===== config.mk =====
export PLATFORM = sky130hd
export DESIGN_NAME = first_fit_range_allocator_unit
export DESIGN_NICKNAME = d
export VERILOG_FILES = /design/src/rtl/ffra_pkg.sv /design/src/rtl/ffra_front.sv /design/src/rtl/ffra_back.sv /design/src/rtl/first_fit_range_allocator_unit.sv
export SDC_FILE = /design/constraint.sdc
export NUM_CORES = 2
export LEC_CHECK = 0
export BUFFER_PORTS_ARGS = -buffer_cell sky130_fd_sc_hd__buf_4
export CORE_ASPECT_RATIO = 0.9
export CORE_UTILIZATION = 50
export DETAILED_ROUTE_END_ITERATION = 12
export GPL_ROUTABILITY_DRIVEN = 1
export GPL_TIMING_DRIVEN = 1
export PLACE_DENSITY_LB_ADDON = 0.2
export RECOVER_POWER = 25
export SLEW_MARGIN = 20
export SYNTH_ARGS = -nofsm -noshare
export SYNTH_HDL_FRONTEND = slang
export SYNTH_SLANG_ARGS = --single-unit

===== constraint.sdc =====
create_clock -name i_clk -period 10.15 [get_ports i_clk]
set_input_delay 2.03 -clock i_clk [delete_from_list [all_inputs] [get_ports i_clk]]
set_output_delay 2.03 -clock i_clk [all_outputs]
set_load 0.05 [all_outputs]

===== src/rtl/ffra_pkg.sv =====
// Shared types and constants for the first-fit range allocator.
package ffra_pkg;
    localparam int RANGE_BYTES_DEF  = 67108864;
    localparam int MAX_SEGMENTS_DEF = 64;
    localparam int OFS_W  = 26;
    localparam int SIZE_W = 27;
    localparam int QUEUE_DEPTH = 2;

    typedef enum logic [1:0] {
        ST_OK         = 2'd0,
        ST_NO_ROOM    = 2'd1,
        ST_TABLE_FULL = 2'd2,
        ST_NOT_FOUND  = 2'd3
    } t_status;

    typedef enum logic {
        OP_ALLOC = 1'b0,
        OP_FREE  = 1'b1
    } t_opcode;

    typedef struct packed {
        t_opcode           op;
        logic [SIZE_W-1:0] size;
        logic [OFS_W-1:0]  offset;
        logic              zero_size;
    } t_cmd;
endpackage


===== src/rtl/ffra_front.sv =====
// Front end: accepts requests, classifies them and queues them for the back end.
module ffra_front
    import ffra_pkg::*;
(
    input  logic                  i_clk,
    input  logic                  i_rst_n,
    input  logic                  i_valid,
    output logic                  o_ready,
    input  logic [SIZE_W+OFS_W:0] i_data,
    output logic                  o_cmd_valid,
    input  logic                  i_cmd_ready,
    output t_cmd                  o_cmd
);
    localparam int PW = $clog2(QUEUE_DEPTH);

    t_cmd          r_q [QUEUE_DEPTH];
    logic [PW-1:0] r_wp, r_rp;
    logic [PW:0]   r_cnt;
    t_cmd          w_cmd;
    logic          w_push, w_pop;

    always_comb begin
        w_cmd.op        = t_opcode'(i_data[0]);
        w_cmd.size      = i_data[SIZE_W:1];
        w_cmd.offset    = i_data[SIZE_W+OFS_W:SIZE_W+1];
        w_cmd.zero_size = (i_data[SIZE_W:1] == '0);
    end

    assign o_ready     = (r_cnt != (PW+1)'(QUEUE_DEPTH));
    assign o_cmd_valid = (r_cnt != '0);
    assign o_cmd       = r_q[r_rp];
    assign w_push      = i_valid && o_ready;
    assign w_pop       = o_cmd_valid && i_cmd_ready;

    always_ff @(posedge i_clk) begin
        if (w_push) begin
            r_q[r_wp] <= w_cmd;
        end
        if (!i_rst_n) begin
            r_wp  <= '0;
            r_rp  <= '0;
            r_cnt <= '0;
        end else begin
            if (w_push) r_wp <= r_wp + 1'b1;
            if (w_pop)  r_rp <= r_rp + 1'b1;
            r_cnt <= r_cnt + (PW+1)'(w_push) - (PW+1)'(w_pop);
        end
    end
endmodule


===== src/rtl/ffra_back.sv =====
// Back end: walks the segment table, inserts or removes entries, drives results.
module ffra_back
    import ffra_pkg::*;
#(
    parameter int RANGE_BYTES  = RANGE_BYTES_DEF,
    parameter int MAX_SEGMENTS = MAX_SEGMENTS_DEF
) (
    input  logic                     i_clk,
    input  logic                     i_rst_n,
    input  logic                     i_cmd_valid,
    output logic                     o_cmd_ready,
    input  t_cmd                     i_cmd,
    output logic                     o_valid,
    input  logic                     i_ready,
    output logic [OFS_W+SIZE_W+1:0]  o_data
);
    localparam int IW = $clog2(MAX_SEGMENTS);
    localparam int CW = $clog2(MAX_SEGMENTS + 1);
    localparam int PW = SIZE_W + 1;

    typedef enum logic [5:0] {
        S_IDLE  = 6'b000001,
        S_RD    = 6'b000010,
        S_SCAN  = 6'b000100,
        S_SHIFT = 6'b001000,
        S_WR    = 6'b010000,
        S_OUT   = 6'b100000
    } t_state;

    logic [OFS_W-1:0]  r_start [MAX_SEGMENTS];
    logic [SIZE_W-1:0] r_len   [MAX_SEGMENTS];

    t_state            r_state;
    t_cmd              r_cmd;
    logic [CW-1:0]     r_count, r_idx, r_k;
    logic [SIZE_W-1:0] r_free;
    logic [PW-1:0]     r_pos;
    logic [OFS_W-1:0]  r_rs;
    logic [SIZE_W-1:0] r_rl;
    logic              r_dir;
    t_status           r_st;
    logic [OFS_W-1:0]  r_gr;
    logic [SIZE_W-1:0] r_bf;
    logic              r_sh_ph;

    logic [PW-1:0]     w_s, w_gap;
    logic              w_fit;
    logic [CW-1:0]     w_src;
    logic [IW-1:0]     w_ra;

    assign w_s   = PW'(r_rs);
    assign w_gap = w_s - r_pos;
    assign w_fit = (w_s >= r_pos) && (w_gap >= PW'(r_cmd.size));
    assign w_src = r_dir ? r_k + 1'b1 : r_k - 1'b1;
    assign w_ra  = (r_state == S_SHIFT) ? w_src[IW-1:0] :
                   (r_state == S_IDLE)  ? '0 : r_idx[IW-1:0];

    assign o_cmd_ready = (r_state == S_IDLE);
    assign o_valid     = (r_state == S_OUT);
    assign o_data      = {r_bf, r_gr, r_st};

    always_ff @(posedge i_clk) begin
        if (r_state == S_IDLE || r_state == S_RD || r_state == S_SHIFT) begin
            r_rs <= r_start[w_ra];
            r_rl <= r_len[w_ra];
        end
        if (r_state == S_SHIFT && r_sh_ph) begin
            r_start[r_k[IW-1:0]] <= r_rs;
            r_len[r_k[IW-1:0]]   <= r_rl;
        end else if (r_state == S_WR && !r_dir) begin
            r_start[r_idx[IW-1:0]] <= r_pos[OFS_W-1:0];
            r_len[r_idx[IW-1:0]]   <= r_cmd.size;
        end
        if (!i_rst_n) begin
            r_state <= S_IDLE;
            r_count <= '0;
            r_free  <= SIZE_W'(RANGE_BYTES);
            r_idx   <= '0;
            r_sh_ph <= 1'b0;
        end else begin
            unique case (r_state)
                S_IDLE: begin
                    r_idx <= '0;
                    if (i_cmd_valid) begin
                        r_cmd <= i_cmd;
                        r_pos <= '0;
                        r_gr  <= '0;
                        r_dir <= (i_cmd.op == OP_FREE);
                        if (i_cmd.op == OP_ALLOC &&
                            (i_cmd.zero_size || i_cmd.size > r_free)) begin
                            r_st <= ST_NO_ROOM; r_bf <= r_free; r_state <= S_OUT;
                        end else if (i_cmd.op == OP_ALLOC &&
                                     r_count >= CW'(MAX_SEGMENTS)) begin
                            r_st <= ST_TABLE_FULL; r_bf <= r_free; r_state <= S_OUT;
                        end else begin
                            r_state <= S_SCAN;
                        end
                    end
                end
                S_RD: begin
                    r_state <= S_SCAN;
                end
                S_SCAN: begin
                    if (r_idx == r_count) begin
                        if (r_dir) begin
                            r_st <= ST_NOT_FOUND; r_bf <= r_free; r_state <= S_OUT;
                        end else if (r_pos > PW'(RANGE_BYTES) ||
                                     PW'(r_cmd.size) > PW'(RANGE_BYTES) - r_pos) begin
                            r_st <= ST_NO_ROOM; r_bf <= r_free; r_state <= S_OUT;
                        end else begin
                            r_k <= r_count; r_sh_ph <= 1'b0; r_state <= S_WR;
                        end
                    end else if (r_dir ? (r_rs == r_cmd.offset) : w_fit) begin
                        if (r_dir) r_free <= r_free + r_rl;
                        r_k <= r_dir ? r_idx : r_count;
                        r_sh_ph <= 1'b0;
                        r_state <= S_SHIFT;
                    end else begin
                        r_pos   <= w_s + PW'(r_rl);
                        r_idx   <= r_idx + 1'b1;
                        r_state <= S_RD;
                    end
                end
                S_SHIFT: begin
                    if (!r_sh_ph) begin
                        if (r_dir ? (r_k + 1'b1 >= r_count) : (r_k == r_idx)) begin
                            r_state <= S_WR;
                        end else begin
                            r_sh_ph <= 1'b1;
                        end
                    end else begin
                        r_sh_ph <= 1'b0;
                        r_k <= w_src;
                    end
                end
                S_WR: begin
                    r_st <= ST_OK;
                    if (r_dir) begin
                        r_count <= r_count - 1'b1;
                        r_bf    <= r_free;
                    end else begin
                        r_count <= r_count + 1'b1;
                        r_free  <= r_free - r_cmd.size;
                        r_bf    <= r_free - r_cmd.size;
                        r_gr    <= r_pos[OFS_W-1:0];
                    end
                    r_state <= S_OUT;
                end
                S_OUT: begin
                    if (i_ready) r_state <= S_IDLE;
                end
                default: r_state <= S_IDLE;
            endcase
        end
    end
endmodule


===== src/rtl/first_fit_range_allocator_unit.sv =====
// Top level of the first-fit range allocator.
//  channel  | direction | tdata fields (low bit up)
//  s_axis   | in        | opcode[0], request_size[27:1], free_offset[53:28]
//  m_axis   | out       | status[1:0], granted_offset[27:2], bytes_free[54:28]
// Back end: scans the table from idle, passes over entries (a read each), moves entries
// in the shift state, writes and presents the result; an allocate at the tail skips the
// shift, and a failed request goes from the idle or scan state straight to the result.
// Reset clears the count and restores free bytes; table contents stay unset.
// A two-entry queue lets requests enter while the back end works or stalls.
module first_fit_range_allocator_unit
    import ffra_pkg::*;
#(
    parameter int RANGE_BYTES  = RANGE_BYTES_DEF,
    parameter int MAX_SEGMENTS = MAX_SEGMENTS_DEF
) (
    input  logic        i_clk,
    input  logic        i_rst_n,
    input  logic        s_axis_tvalid,
    output logic        s_axis_tready,
    input  logic [55:0] s_axis_tdata,   // opcode, request_size, free_offset, pad
    output logic        m_axis_tvalid,
    input  logic        m_axis_tready,
    output logic [55:0] m_axis_tdata    // status, granted_offset, bytes_free, pad
);
    logic                  w_cv, w_cr;
    t_cmd                  w_cmd;
    logic [OFS_W+SIZE_W+1:0] w_od;

    ffra_front u_front (
        .i_clk(i_clk), .i_rst_n(i_rst_n),
        .i_valid(s_axis_tvalid), .o_ready(s_axis_tready),
        .i_data(s_axis_tdata[SIZE_W+OFS_W:0]),
        .o_cmd_valid(w_cv), .i_cmd_ready(w_cr), .o_cmd(w_cmd)
    );

    ffra_back #(.RANGE_BYTES(RANGE_BYTES), .MAX_SEGMENTS(MAX_SEGMENTS)) u_back (
        .i_clk(i_clk), .i_rst_n(i_rst_n),
        .i_cmd_valid(w_cv), .o_cmd_ready(w_cr), .i_cmd(w_cmd),
        .o_valid(m_axis_tvalid), .i_ready(m_axis_tready), .o_data(w_od)
    );

    assign m_axis_tdata = {1'b0, w_od};
endmodule


==> out/results.tsv <==
stage	metric	value	unit
status	status	finished with violations	
status	failing checks	max-capacitance violations, max-slew violations	
hold_path	Hold/Removal Path Class	reg2reg	
finish	share of cells above drive strength 1	20.5	%
yosys	unique cell type count in the Yosys netlist	78	
critical_path	cell repeated most along the worst path	nand2_1	
placed_design	GP Congestion	0.887	
yosys	share of flip-flops with an asynchronous set or reset	0	%
route	final wirelength	411000	um
yosys	Post-Syn Area	0.152	sq mm
yosys	Primary FF master, synth	edfxtp_1	
finish	Layout fillers	22722	
timing	Clock Skews	0.0571	ns
hold_path	Worst Hold Depth	2	
critical_path	Buf/Inv on CP	3	
yosys	share of the synthesized area in the top cell type	73.0	%
finish	multi-input logic area	0.0387	sq mm
timing	endpoints failing setup	0	
critical_path	Worst path slowest cell	clkbuf_2	
critical_path	Worst Reg-to-Reg Cells	7	
critical_path	Crit path largest cell delay	2.52	ns
finish	commonest non-fill, non-tap cell in the layout	edfxtp_1	
floorplan	I/O pin cnt	118	
floorplan	Die X-Extent	584	um
pwr	sequential power share	50.4	%
critical_path	Arr. time, crit path	7.69	ns
global_route	largest net degree at the start of global routing	110	
route	drt pass-1 iters	6	
floorplan	die area	0.307	sq mm
yosys	synth warn	0	
route	vias	81047	
placed_design	Cells after DPL	12035	
floorplan	die extent in y	525	um
timing	setup TNS	0	ns
global_route	GRT Util Overall	26.6	%
finish	register area	0.112	sq mm
critical_path	CP Cell Sequence	buf_4 -> clkinv_1 -> nand2_1 -> clkbuf_2 -> nand2_1 -> o221ai_1 -> a221oi_1	
critical_path	Crit path required time	10.75	ns
clock_network	CTS tree	done	
timing	max_slew headroom	-132	%
critical_path	Worst Setup End Kind	flop	
yosys	top cell type by total area after synthesis	edfxtp_1	
route	via density per instance	6.37	
placed_design	port bufs	114	
pwr	Power Dens Cells	229	mW/mm^2
clock_network	# clock sinks	3752	
critical_path	Max FO, Critical Path	109	
clock_network	H-tree Lvls	5	
clock_network	CTS Hold Buffers Added	0	
finish	most frequent cells in the layout	3,699 x edfxtp_1, 849 x mux4_2, 599 x nand2_1	
global_route	GRT overflow	0	
clock_network	PostCTS Resize Cnt	0	
global_route	vias in the first global route	80591	
run	max_cap viols	20	
route	routed length per instance	32.3	um
critical_path	Reg2Reg Setup Slack	3.06	ns
clock_network	# Post-CTS Setup Buffers	0	
yosys	post-synthesis sequential area ratio	73.7	%
timing	FMAX	141	MHz
yosys	Post-Syn Instances	8063	
finish	Area Growth Syn to Fin	12.4	%
pwr	Clk pwr share	35.1	%
floorplan	initial core utilization	50.4	%
timing	Slew Limit Fails	1066	
pwr	Switching Share	26.8	%
placed_design	DP Wirelength	225000	um
pwr	leakage power	53.2	nW
yosys	synth top area cells	edfxtp_1 73%, mux4_2 13%, ha_1 1.7%	
clock_network	total CTS buffers	374	
critical_path	worst r2r src	u_back.r_dir$_DFFE_PP_	
pwr	Cell Int Power	0.0287	W
critical_path	largest delay contributor family on the critical path	buffers and inverters	
clock_network	Clock Pin Slew Worst Setup and Hold Paths	0.06	ns
clock_network	Root Driver	clkbuf_16	
hold_path	Min-Delay Endpoint	u_back.r_free[26]$_SDFFE_PN1P_	
route	initial drt markers	10248	
pwr	sw power	0.0105	W
hold_path	hold_sp	u_back.r_free[26]$_SDFFE_PN1P_	
critical_path	critical path startpoint category	flop	
yosys	post-synthesis average cell area	18.9	sq um
yosys	#FFs+latches synth	3752	
timing	unrepaired setup endpoints after global routing	false	
yosys	syn nets	8331	
clock_network	maximum clock insertion buffer count	4	
finish	Final Instance Area	0.171	sq mm
finish	nets	8629	
finish	Non-Filler Instances	12718	
timing	Hold Vio Cnt, Final	0	
critical_path	Setup Crit Path Kind	reg2reg	
timing	min Tclk post-route	7.09	ns
pwr	Tot Pwr	0.0392	W
pwr	VDD IR max	0.212	mV
global_route	first-pass GRT wire length	582000	um
clock_network	clk_lat worst skew	0.91	ns
floorplan	core area	0.302	sq mm
timing	period utilization	69.9	%
critical_path	FF-to-FF End	u_back.r_free[23]$_SDFFE_PN0P_	
floorplan	row count	191	
global_route	initial antenna violation count	16	
pwr	Logic pwr share	14.4	%
route	residual DRC count	0	
placed_design	DP Area	0.160	sq mm
timing	worst slew pin tran	3.47	ns
route	antenna viol nets, final	0	
yosys	Post-synth EDFFs	3699	
==> worst register-to-register path, stage by stage (launching register included) <==
cell	delay, ns
edfxtp_1	0.32
buf_4	0.58
clkinv_1	0.74
nand2_1	0.96
clkbuf_2	2.52
nand2_1	1.12
o221ai_1	0.50
a221oi_1	0.09
==> worst max path at each step <==
stage / startpoint / end / slack [ns] / cells past startpoint
after global routing: u_back.r_dir$_DFFE_PP_ / u_back.r_free[23]$_SDFFE_PN0P_ / 2.71 / 7
after floorplan: i_rst_n / u_back.r_cmd[10]$_DFFE_PP_ / 3.60 / 3
final: u_back.r_dir$_DFFE_PP_ / u_back.r_free[23]$_SDFFE_PN0P_ / 3.06 / 7
after global placement: u_back.r_rs[0]$_DFFE_PP_ / u_back.r_pos[0]$_SDFFCE_PN0P_ / 3.62 / 23
after CTS: u_back.r_rs[0]$_DFFE_PP_ / u_back.r_pos[17]$_SDFFCE_PN0P_ / 3.57 / 23
after detailed placement: u_back.r_rs[0]$_DFFE_PP_ / u_back.r_pos[0]$_SDFFCE_PN0P_ / 3.63 / 23
==> sequential cells by signal (all words and copies together) (netlist names), 6 cells and up, named ones only <==
| name | flops |
|---|---|
| u_back.r_len | 1728 |
| u_back.r_start | 1664 |
| u_front.r_q | 110 |
| u_back.r_cmd | 53 |
| u_back.r_pos | 28 |
| u_back.r_bf | 27 |
| u_back.r_free | 27 |
| u_back.r_rl | 27 |
| u_back.r_gr | 26 |
| u_back.r_rs | 26 |
| u_back.r_count | 7 |
| u_back.r_idx | 7 |
| u_back.r_k | 7 |
| u_back.r_state | 6 |
==> cell families after synthesis <==
| group | count (synthesis) | synth area share, % |
|---|---|---|
| buf+inv | 576 | 1.62 |
| flops | 3752 | 73.7 |
| other cells | 1 | 0.00246 |
| xor+xnor | 169 | 0.972 |
| mux | 914 | 13.0 |
| simple gates | 1326 | 4.08 |
| fa+ha+maj | 208 | 1.73 |
| compound gates | 1117 | 4.91 |
==> layer usage <==
| metal | global-route usage (%) | routed length, um | vias up |
|---|---|---|---|
| met5 | 0 | 0 | - |
| met4 | 7.52 | 12000 | 0 |
| li1 | - | - | 33510 |
| met1 | 39.1 | 171000 | 43051 |
| met2 | 41.3 | 191000 | 3848 |
| met3 | 4.41 | 36800 | 638 |
==> final cells by class <==
class / count / share of cell area [%]
antenna: 5 / 0.00731
clock buffer: 452 / 5.76
clock inverter: 223 / 1.28
inverter: 140 / 0.307
multi-input combinational: 3735 / 22.6
sequential: 3752 / 65.6
tap: 4053 / 2.96
timing repair buffer: 358 / 1.50
==> power groups by stage <==
stage	sequential (W)	clock, W	combinational (W)
3_5_place_dp	0.0200	0	0.00569
5_1_grt	0.0198	0.0145	0.00610
3_3_place_gp	0.0200	0	0.00550
4_1_cts	0.0197	0.0139	0.00571
6_report	0.0198	0.0138	0.00565
2_1_floorplan	0.0202	0	0.00322
==> synthesized netlist by cell type, types with 6 or more instances <==
library cell	count
dfxtp_1	53
nor4_1	21
nor2_1	221
and3_1	13
and2_0	16
a21o_1	79
clkbuf_1	241
o21a_1	24
o31ai_1	8
edfxtp_1	3699
or3_1	23
nand2b_1	25
a21oi_1	235
inv_1	138
and2_1	207
o21ai_0	152
or2_2	7
mux4_2	849
ha_1	203
o21bai_1	11
a21boi_0	8
nor2b_1	30
or4_1	8
mux2i_1	12
xnor2_1	124
buf_4	44
mux2_2	53
xor2_1	45
nor3_1	42
a311oi_1	113
nand3_1	44
a211oi_1	291
buf_2	99
a22oi_1	6
a31oi_1	129
buf_1	50
nand3b_1	9
nand2_1	600
nand4_1	41
o211ai_1	11
==> through the flow <==
step,utilization (%),hold slack (ns),setup slack [ns]
after floorplan,-,0.461,3.60
after global placement,52.9,0.488,3.62
after detailed placement,52.9,0.504,3.63
after CTS,56.9,0.518,3.57
after global routing,56.7,0.548,2.71
final,56.7,0.515,3.06
No activity file was read; power rests on OpenSTA's default activity.
